$ cat config.mk
export PLATFORM = sky130hd
export DESIGN_NAME = spectrum_band_power_analyzer
export DESIGN_NICKNAME = d
export VERILOG_FILES = /design/src/hw/rtl/sbpa_pkg.sv /design/src/hw/rtl/sbpa_ctrl.sv /design/src/hw/rtl/sbpa_datapath.sv /design/src/hw/rtl/spectrum_band_power_analyzer.sv
export SDC_FILE = /design/constraint.sdc
export NUM_CORES = 2
export LEC_CHECK = 0
export CELL_PAD_IN_SITES_DETAIL_PLACEMENT = 1
export CELL_PAD_IN_SITES_GLOBAL_PLACEMENT = 1
export CORE_ASPECT_RATIO = 1.25
export CORE_MARGIN = 5
export CORE_UTILIZATION = 51
export CTS_CLUSTER_DIAMETER = 30
export DETAILED_ROUTE_END_ITERATION = 8
export DONT_BUFFER_PORTS = 1
export PLACE_DENSITY_LB_ADDON = 0.1
export SETUP_SLACK_MARGIN = 0.2
export SYNTH_ARGS = -nofsm -noshare
export SYNTH_HDL_FRONTEND = slang
export SYNTH_HIERARCHICAL = 1
export SYNTH_SLANG_ARGS = --single-unit
$ cat constraint.sdc
create_clock -name clk -period 37.2 [get_ports clk]
set_input_delay 9.3 -clock clk [delete_from_list [all_inputs] [get_ports clk]]
set_output_delay 9.3 -clock clk [all_outputs]
set_load 0.1 [all_outputs]
$ cat src/hw/rtl/sbpa_pkg.sv
// ----------------------------------------------------------------------------
// sbpa_pkg
// Shared types and constants for the spectrum band power analyzer: field
// widths, band edges, controller states and the command and status bundles.
// ----------------------------------------------------------------------------
package sbpa_pkg;

  localparam int FREQ_W       = 16;
  localparam int MAG_W        = 24;
  localparam int SQ_W         = 2 * MAG_W;
  localparam int SUM_W        = 56;
  localparam int PWR_W        = 48;
  localparam int N_BANDS      = 5;
  localparam int BAND_IDX_W   = 3;
  localparam int STEP_W       = $clog2(SUM_W);
  localparam int MAX_BINS_DEF = 256;

  // band edges in q12.4 hertz, both inclusive: delta, theta, alpha, beta, gamma
  localparam logic [N_BANDS-1:0][FREQ_W-1:0] BAND_LO =
    {16'd480, 16'd208, 16'd128, 16'd64, 16'd8};
  localparam logic [N_BANDS-1:0][FREQ_W-1:0] BAND_HI =
    {16'd1600, 16'd480, 16'd208, 16'd128, 16'd64};

  typedef enum logic [2:0] {
    S_IDLE,
    S_SQUARE,
    S_ACCUM,
    S_DIV_LOAD,
    S_DIV_RUN,
    S_DIV_STORE,
    S_EMIT
  } state_t;

  typedef struct packed {
    logic load_in;
    logic square;
    logic accum;
    logic div_load;
    logic div_step;
    logic div_store;
    logic emit;
  } cmd_t;

  typedef struct packed {
    logic last_bin;
    logic div_last;
    logic band_last;
    logic out_free;
  } status_t;

endpackage

$ cat src/hw/rtl/sbpa_ctrl.sv
// ----------------------------------------------------------------------------
// sbpa_ctrl
// Controller: sequences input capture, squaring, band accumulation, the
// per-band mean division and the hand-off of a result to the output register.
// ----------------------------------------------------------------------------
module sbpa_ctrl
  import sbpa_pkg::*;
(
  input  logic    clk,
  input  logic    rst,
  input  logic    in_valid,
  output logic    in_stall,
  input  status_t status,
  output cmd_t    cmd
);

  state_t state;
  state_t state_next;

  always_ff @(posedge clk) begin
    if (rst) begin
      state <= S_IDLE;
    end else begin
      state <= state_next;
    end
  end

  always_comb begin
    state_next = state;
    unique case (state)
      S_IDLE: begin
        if (in_valid) state_next = S_SQUARE;
      end
      S_SQUARE: state_next = S_ACCUM;
      S_ACCUM: begin
        state_next = status.last_bin ? S_DIV_LOAD : S_IDLE;
      end
      S_DIV_LOAD: state_next = S_DIV_RUN;
      S_DIV_RUN: begin
        if (status.div_last) state_next = S_DIV_STORE;
      end
      S_DIV_STORE: begin
        state_next = status.band_last ? S_EMIT : S_DIV_LOAD;
      end
      S_EMIT: begin
        if (status.out_free) state_next = S_IDLE;
      end
      default: state_next = S_IDLE;
    endcase
  end

  always_comb begin
    cmd      = '0;
    in_stall = 1'b1;
    unique case (state)
      S_IDLE: begin
        in_stall    = 1'b0;
        cmd.load_in = in_valid;
      end
      S_SQUARE:    cmd.square    = 1'b1;
      S_ACCUM:     cmd.accum     = 1'b1;
      S_DIV_LOAD:  cmd.div_load  = 1'b1;
      S_DIV_RUN:   cmd.div_step  = 1'b1;
      S_DIV_STORE: cmd.div_store = 1'b1;
      S_EMIT:      cmd.emit      = status.out_free;
      default:     cmd           = '0;
    endcase
  end

endmodule

$ cat src/hw/rtl/sbpa_datapath.sv
// ----------------------------------------------------------------------------
// sbpa_datapath
// Datapath: input register, squarer, band sums and counts, peak tracker,
// a shared restoring divider (one quotient bit per cycle) and the output
// register with its valid flag.
// ----------------------------------------------------------------------------
module sbpa_datapath
  import sbpa_pkg::*;
#(
  parameter int MAX_BINS = MAX_BINS_DEF
) (
  input  logic                           clk,
  input  logic                           rst,
  input  cmd_t                           cmd,
  output status_t                        status,
  input  logic [FREQ_W-1:0]              bin_frequency,
  input  logic [MAG_W-1:0]               bin_magnitude,
  input  logic                           last_bin,
  output logic                           out_valid,
  input  logic                           out_stall,
  output logic [N_BANDS-1:0][PWR_W-1:0]  out_power,
  output logic [FREQ_W-1:0]              out_dominant
);

  localparam int CNT_W = $clog2(MAX_BINS + 1);
  localparam logic [CNT_W-1:0] MAX_POS = CNT_W'(MAX_BINS);

  logic [FREQ_W-1:0]              freq_r;
  logic [MAG_W-1:0]               mag_r;
  logic                           last_r;
  logic [SQ_W-1:0]                sq;
  logic [SQ_W-1:0]                sq_full;
  logic [N_BANDS-1:0][SUM_W-1:0]  band_sums;
  logic [N_BANDS-1:0][CNT_W-1:0]  band_counts;
  logic [MAG_W-1:0]               peak_magnitude;
  logic [FREQ_W-1:0]              peak_frequency;
  logic [CNT_W-1:0]               bin_position;
  logic [N_BANDS-1:0]             in_band;
  logic                           take;

  logic [BAND_IDX_W-1:0]          band_sel;
  logic [STEP_W-1:0]              step;
  logic [SUM_W-1:0]               quo;
  logic [CNT_W-1:0]               rem;
  logic [CNT_W-1:0]               divisor;
  logic [CNT_W:0]                 rem_sh;
  logic                           rem_ge;

  assign sq_full = SQ_W'(mag_r) * SQ_W'(mag_r);
  assign take    = (bin_position != MAX_POS);

  always_comb begin
    for (int b = 0; b < N_BANDS; b++) begin
      in_band[b] = (freq_r >= BAND_LO[b]) && (freq_r <= BAND_HI[b]);
    end
  end

  assign divisor = band_counts[band_sel];
  assign rem_sh  = {rem, quo[SUM_W-1]};
  assign rem_ge  = (rem_sh >= {1'b0, divisor});

  assign status.last_bin  = last_r;
  assign status.div_last  = (step == STEP_W'(SUM_W - 1));
  assign status.band_last = (band_sel == BAND_IDX_W'(N_BANDS - 1));
  assign status.out_free  = !out_valid || !out_stall;

  // input capture, product, divider and output data registers, no reset needed
  always_ff @(posedge clk) begin
    if (cmd.load_in) begin
      freq_r <= bin_frequency;
      mag_r  <= bin_magnitude;
      last_r <= last_bin;
    end
    if (cmd.square) begin
      sq <= sq_full;
    end
    if (cmd.div_load) begin
      quo  <= band_sums[band_sel];
      rem  <= '0;
      step <= '0;
    end else if (cmd.div_step) begin
      quo  <= {quo[SUM_W-2:0], rem_ge};
      rem  <= rem_ge ? CNT_W'(rem_sh - {1'b0, divisor}) : rem_sh[CNT_W-1:0];
      step <= step + 1'b1;
    end
    if (cmd.emit) begin
      for (int b = 0; b < N_BANDS; b++) begin
        out_power[b] <= band_sums[b][PWR_W-1:0];
      end
      out_dominant <= peak_frequency;
    end
  end

  // frame state and out_valid; the quotient of each band, or zero for an empty band, replaces its sum
  always_ff @(posedge clk) begin
    if (rst) begin
      band_sums      <= '0;
      band_counts    <= '0;
      peak_magnitude <= '0;
      peak_frequency <= '0;
      bin_position   <= '0;
      band_sel       <= '0;
      out_valid      <= 1'b0;
    end else begin
      if (cmd.accum && take) begin
        for (int b = 0; b < N_BANDS; b++) begin
          if (in_band[b]) begin
            band_sums[b]   <= band_sums[b] + SUM_W'(sq);
            band_counts[b] <= band_counts[b] + 1'b1;
          end
        end
        if (bin_position != '0 && mag_r > peak_magnitude) begin
          peak_magnitude <= mag_r;
          peak_frequency <= freq_r;
        end
        bin_position <= bin_position + 1'b1;
      end
      if (cmd.div_store) begin
        band_sums[band_sel] <= (divisor == '0) ? '0 : SUM_W'(quo[PWR_W-1:0]);
        band_sel            <= band_sel + 1'b1;
      end
      if (cmd.emit) begin
        band_sums      <= '0;
        band_counts    <= '0;
        peak_magnitude <= '0;
        peak_frequency <= '0;
        bin_position   <= '0;
        band_sel       <= '0;
        out_valid      <= 1'b1;
      end else if (out_valid && !out_stall) begin
        out_valid <= 1'b0;
      end
    end
  end

endmodule

$ cat src/hw/rtl/spectrum_band_power_analyzer.sv
// ----------------------------------------------------------------------------
// spectrum_band_power_analyzer
// Per-frame band power (delta, theta, alpha, beta, gamma) and dominant
// frequency from a stream of spectrum bins.
//
//   channel   signals                                         direction
//   input     in_valid, in_stall, bin_frequency,              in
//             bin_magnitude, last_bin
//   output    out_valid, out_stall, delta_power, theta_power, out
//             alpha_power, beta_power, gamma_power,
//             dominant_frequency
//
// a bin passes through capture, square and accumulate in turn
// the last bin then runs the shared restoring divider over each band in turn,
// one quotient bit per cycle per band
// reset is synchronous and clears all frame state at once
// in_stall is low only in the idle state, where a bin is captured; a result waits in the output
// register while the next frame's bins are taken, and a new result that finds
// it still held keeps in_stall high until it moves in
// ----------------------------------------------------------------------------
module spectrum_band_power_analyzer
  import sbpa_pkg::*;
#(
  parameter int MAX_BINS = MAX_BINS_DEF
) (
  input  logic              clk,
  input  logic              rst,
  input  logic              in_valid,
  output logic              in_stall,
  input  logic [FREQ_W-1:0] bin_frequency,
  input  logic [MAG_W-1:0]  bin_magnitude,
  input  logic              last_bin,
  output logic              out_valid,
  input  logic              out_stall,
  output logic [PWR_W-1:0]  delta_power,
  output logic [PWR_W-1:0]  theta_power,
  output logic [PWR_W-1:0]  alpha_power,
  output logic [PWR_W-1:0]  beta_power,
  output logic [PWR_W-1:0]  gamma_power,
  output logic [FREQ_W-1:0] dominant_frequency
);

  cmd_t                          cmd;
  status_t                       status;
  logic [N_BANDS-1:0][PWR_W-1:0] out_power;

  sbpa_ctrl u_ctrl (
    .clk      (clk),
    .rst      (rst),
    .in_valid (in_valid),
    .in_stall (in_stall),
    .status   (status),
    .cmd      (cmd)
  );

  sbpa_datapath #(
    .MAX_BINS (MAX_BINS)
  ) u_datapath (
    .clk           (clk),
    .rst           (rst),
    .cmd           (cmd),
    .status        (status),
    .bin_frequency (bin_frequency),
    .bin_magnitude (bin_magnitude),
    .last_bin      (last_bin),
    .out_valid     (out_valid),
    .out_stall     (out_stall),
    .out_power     (out_power),
    .out_dominant  (dominant_frequency)
  );

  assign delta_power = out_power[0];
  assign theta_power = out_power[1];
  assign alpha_power = out_power[2];
  assign beta_power  = out_power[3];
  assign gamma_power = out_power[4];

endmodule
==> flow_metrics.tcl <==
set metrics [dict create \
    run_status "complete, no violations" \
    final-max-slew-violation-count 0 \
    core_um2 119900 \
    synth-edff-count 400 \
    critical_path.startpoint_type "primary input" \
    layout_min_cycle_time_ns 11.79 \
    post_route_cells_drive_above_1_share 0.07353 \
    timing_worst_setup_path_type "primary input to flip-flop" \
    vias 51390 \
    max_slew.worst_pin.slew_ns 1.157 \
    num-fill-cells 13460 \
    placement.cell_area_um2 63080 \
    finalInstanceArea_um2 68860 \
    max_freq_mhz 84.82 \
    place_hpwl_um 170600 \
    postRouteWirelength_um 221300 \
    cp_data_required_time_ns 37.59 \
    worst_hold_endpoint "u_datapath/out_dominant[12]$_DFFE_PP_" \
    drt-initial-drc-count 4123 \
    synth_compound_gate_area_share 0.1671 \
    initial_core_util 0.5142 \
    synthDominantAreaCellType "sky130_fd_sc_hd__edfxtp_1" \
    cts_htree_levels 4 \
    r2r-end "u_datapath/sq[47]$_DFFE_PP_" \
    min_path_type "flip-flop to flip-flop" \
    synth-main-ff-cell "sky130_fd_sc_hd__edfxtp_1" \
    io_buffer_count 0 \
    postCtsResizedCells 0 \
    route.detailed.drc 0 \
    numCtsBuffers 162 \
    design.die.area_um2 128000 \
    cts.reportedPaths.clkPinSlew_ns 0.05 \
    routed_wire_length_per_instance_um 26.87 \
    syn-num-nets 7529 \
    critical_path_peak_fanout 105 \
    yosys-top-cells-area "sky130_fd_sc_hd__edfxtp_1 19%, sky130_fd_sc_hd__fa_1 14%, sky130_fd_sc_hd__dfxtp_1 13%" \
    dr.pass1.iters 5 \
    overflow 0 \
    cts_hold_fix_bufs 0 \
    share_of_the_synthesized_netlist_area_taken_by_xor_and_xnor_gates 0.04488 \
    cts_tree "yes" \
    post_synth_instance_area_um2 61660 \
    worst_ep_arrival_time_ns 12.18 \
    globalplace.congestion 0.9728 \
    grt_pass1_vias 54370 \
    timing.final.setup_violations 0 \
    worst_hold_path.num_cells 0 \
    nNetsFinal 7436 \
    reg2reg_slack_ns 28.73 \
    die_x_um 321.0 \
    final.period_utilization 0.3169 \
    postSynth.asyncResetShare 0 \
    postCtsSetupRepairBufs 0 \
    hold_violations 0 \
    antenna_violations_before_repair 2 \
    synth_mux_area_frac 0.03458 \
    grtUsageTotal 0.3400 \
    layout_commonest_cell "sky130_fd_sc_hd__inv_1" \
    die_h_um 398.8 \
    setup_total_negative_slack_ns 0 \
    synthesis.area_per_instance_um2 9.340 \
    worst-r2r-cell-count 28 \
    main_combinational_cell_family_by_area_after_synthesis "adder cells" \
    ports_placed_on_the_boundary 303 \
    synthCells 6602 \
    yosys.cell_types.count 91 \
    hold_path.startpoint "u_datapath/peak_frequency[12]$_SDFFE_PP0P_" \
    clock_skew_ns 0.05991 \
    cts.sinks 796 \
    worstSkewPairLatency_ns 0.80 \
    critical_path.endpoint_type "flip-flop" \
    ys_seq_area_frac 0.3234 \
    clock_tree.root_cell "sky130_fd_sc_hd__clkbuf_16" \
    most-common-layout-cells "702 x sky130_fd_sc_hd__inv_1, 620 x sky130_fd_sc_hd__nand2_1, 554 x sky130_fd_sc_hd__nor2_1, 459 x sky130_fd_sc_hd__a21oi_1, 458 x sky130_fd_sc_hd__ha_1" \
    finalHoldWorstSlack_ns 0.4310 \
    synth-adder-area-share 0.2306 \
    pin_count_of_the_biggest_net_entering_global_routing 150 \
    buffers_from_clock_root_to_sink_at_most 3 \
    rsz_0062_raised_after_global_routing "false" \
    maxCapViolations 0 \
    timing.slew.headroom 0.2301 \
    detail_route.vias_per_cell 6.239 \
    area_overhead_of_the_layout_relative_to_synthesis_pct 11.67 \
    synthSimpleGateAreaFrac 0.1362 \
    synth.top_cell.area_share 0.1948 \
    grt_pass1_wl_um 333800 \
    yosys_register_bits 796 \
    reg2reg_from "u_datapath/mag_r[0]$_DFFE_PP_" \
    yosysWarningCount 6 \
    antenna_violating_nets_post_route 0 \
    core.rowCount 142 \
]
cell type report:
class / instances / area, um2 / area share
Antenna cell: 3 / 7.507 / 0.0001090
Timing Repair Buffer: 69 / 543.0 / 0.007886
Multi-Input combinational cell: 4776 / 37960 / 0.5513
Inverter: 704 / 2643 / 0.03838
Clock inverter: 121 / 1480 / 0.02150
Clock buffer: 184 / 4293 / 0.06235
Tap cell: 1584 / 1982 / 0.02878
Sequential cell: 796 / 19950 / 0.2897
per-stage QoR:
stage / instances / utilization / setup WS (ns)
6_report: 8237 / 0.5741 / 25.41
5_1_grt: 8234 / 0.5741 / 25.23
4_1_cts: 8234 / 0.5741 / 25.47
3_5_place_dp: 7929 / 0.5259 / 24.65
3_3_place_gp: 7929 / 0.5259 / 24.76
2_1_floorplan: 6602 / - / 6.509
synthesized netlist by cell type (all sizes together), types with 99 or more instances:
master,number
inv,704
nand2,622
nor2,564
a21oi,461
ha,458
fa,424
edfxtp,400
dfxtp,396
o21ai,346
clkbuf,287
a211oi,165
a21o,164
xnor2,161
xor2,155
and2,139
nand3,111
nand4,99
state kept, by name (all words and copies together), names as in the netlist, 3 cells and up:
register / count
u_datapath/sq: 47
u_datapath/out_dominant: 16
u_datapath/band_counts: 45
u_datapath/step: 6
u_datapath/quo: 56
u_datapath/bin_position: 9
u_datapath/peak_frequency: 16
u_datapath/rem: 9
u_datapath/freq_r: 16
u_datapath/mag_r: 24
u_datapath/out_power: 240
u_ctrl/state: 3
u_datapath/band_sums: 280
u_datapath/peak_magnitude: 24
u_datapath/band_sel: 3
worst max-delay path by stage:
stage / depth (start not counted) / slack [ns] / start / endpoint
2_1_floorplan: 9 / 6.51 / out_stall / u_datapath/band_sums[28]$_SDFF_PP0_
3_3_place_gp: 11 / 24.76 / out_stall / u_datapath/band_sums[47]$_SDFF_PP0_
3_5_place_dp: 6 / 24.65 / out_stall / u_datapath/out_power[162]$_DFFE_PP_
4_1_cts: 6 / 25.47 / out_stall / u_datapath/out_power[104]$_DFFE_PP_
5_1_grt: 8 / 25.23 / out_stall / u_datapath/band_sums[137]$_SDFF_PP0_
6_report: 6 / 25.41 / out_stall / u_datapath/out_power[114]$_DFFE_PP_
worst max-delay path, cell delays in order:
cell                      delay [ns]
sky130_fd_sc_hd__nand2_1        0.11
sky130_fd_sc_hd__nand2_1        0.09
sky130_fd_sc_hd__nor3_2         0.24
sky130_fd_sc_hd__buf_12         0.51
sky130_fd_sc_hd__buf_4          0.82
sky130_fd_sc_hd__buf_4          0.90
logic make-up after synthesis:
kind of cell / Yosys count
AO/OA/AOI/OAI: 1600
XOR/XNOR: 316
buffers and inverters: 1030
flip-flops: 796
AND/OR/NAND/NOR: 1836
multiplexers: 142
adder cells (fa/ha/maj): 882
layer usage:
layer  wire (um)  part of all wire  global-route usage  vias to the layer above
li1            -                 -                   -                    23000
met1       89660              0.41              0.4371                    26110
met2      105800              0.48              0.5719                     1855
met3       16480             0.074             0.05947                      427
met4        9420             0.043              0.1369                        0
met5           0                 0                   0                        -
Power is not shown: default switching activity piles up to over one toggle a cycle in this logic, so the estimate is an artifact.
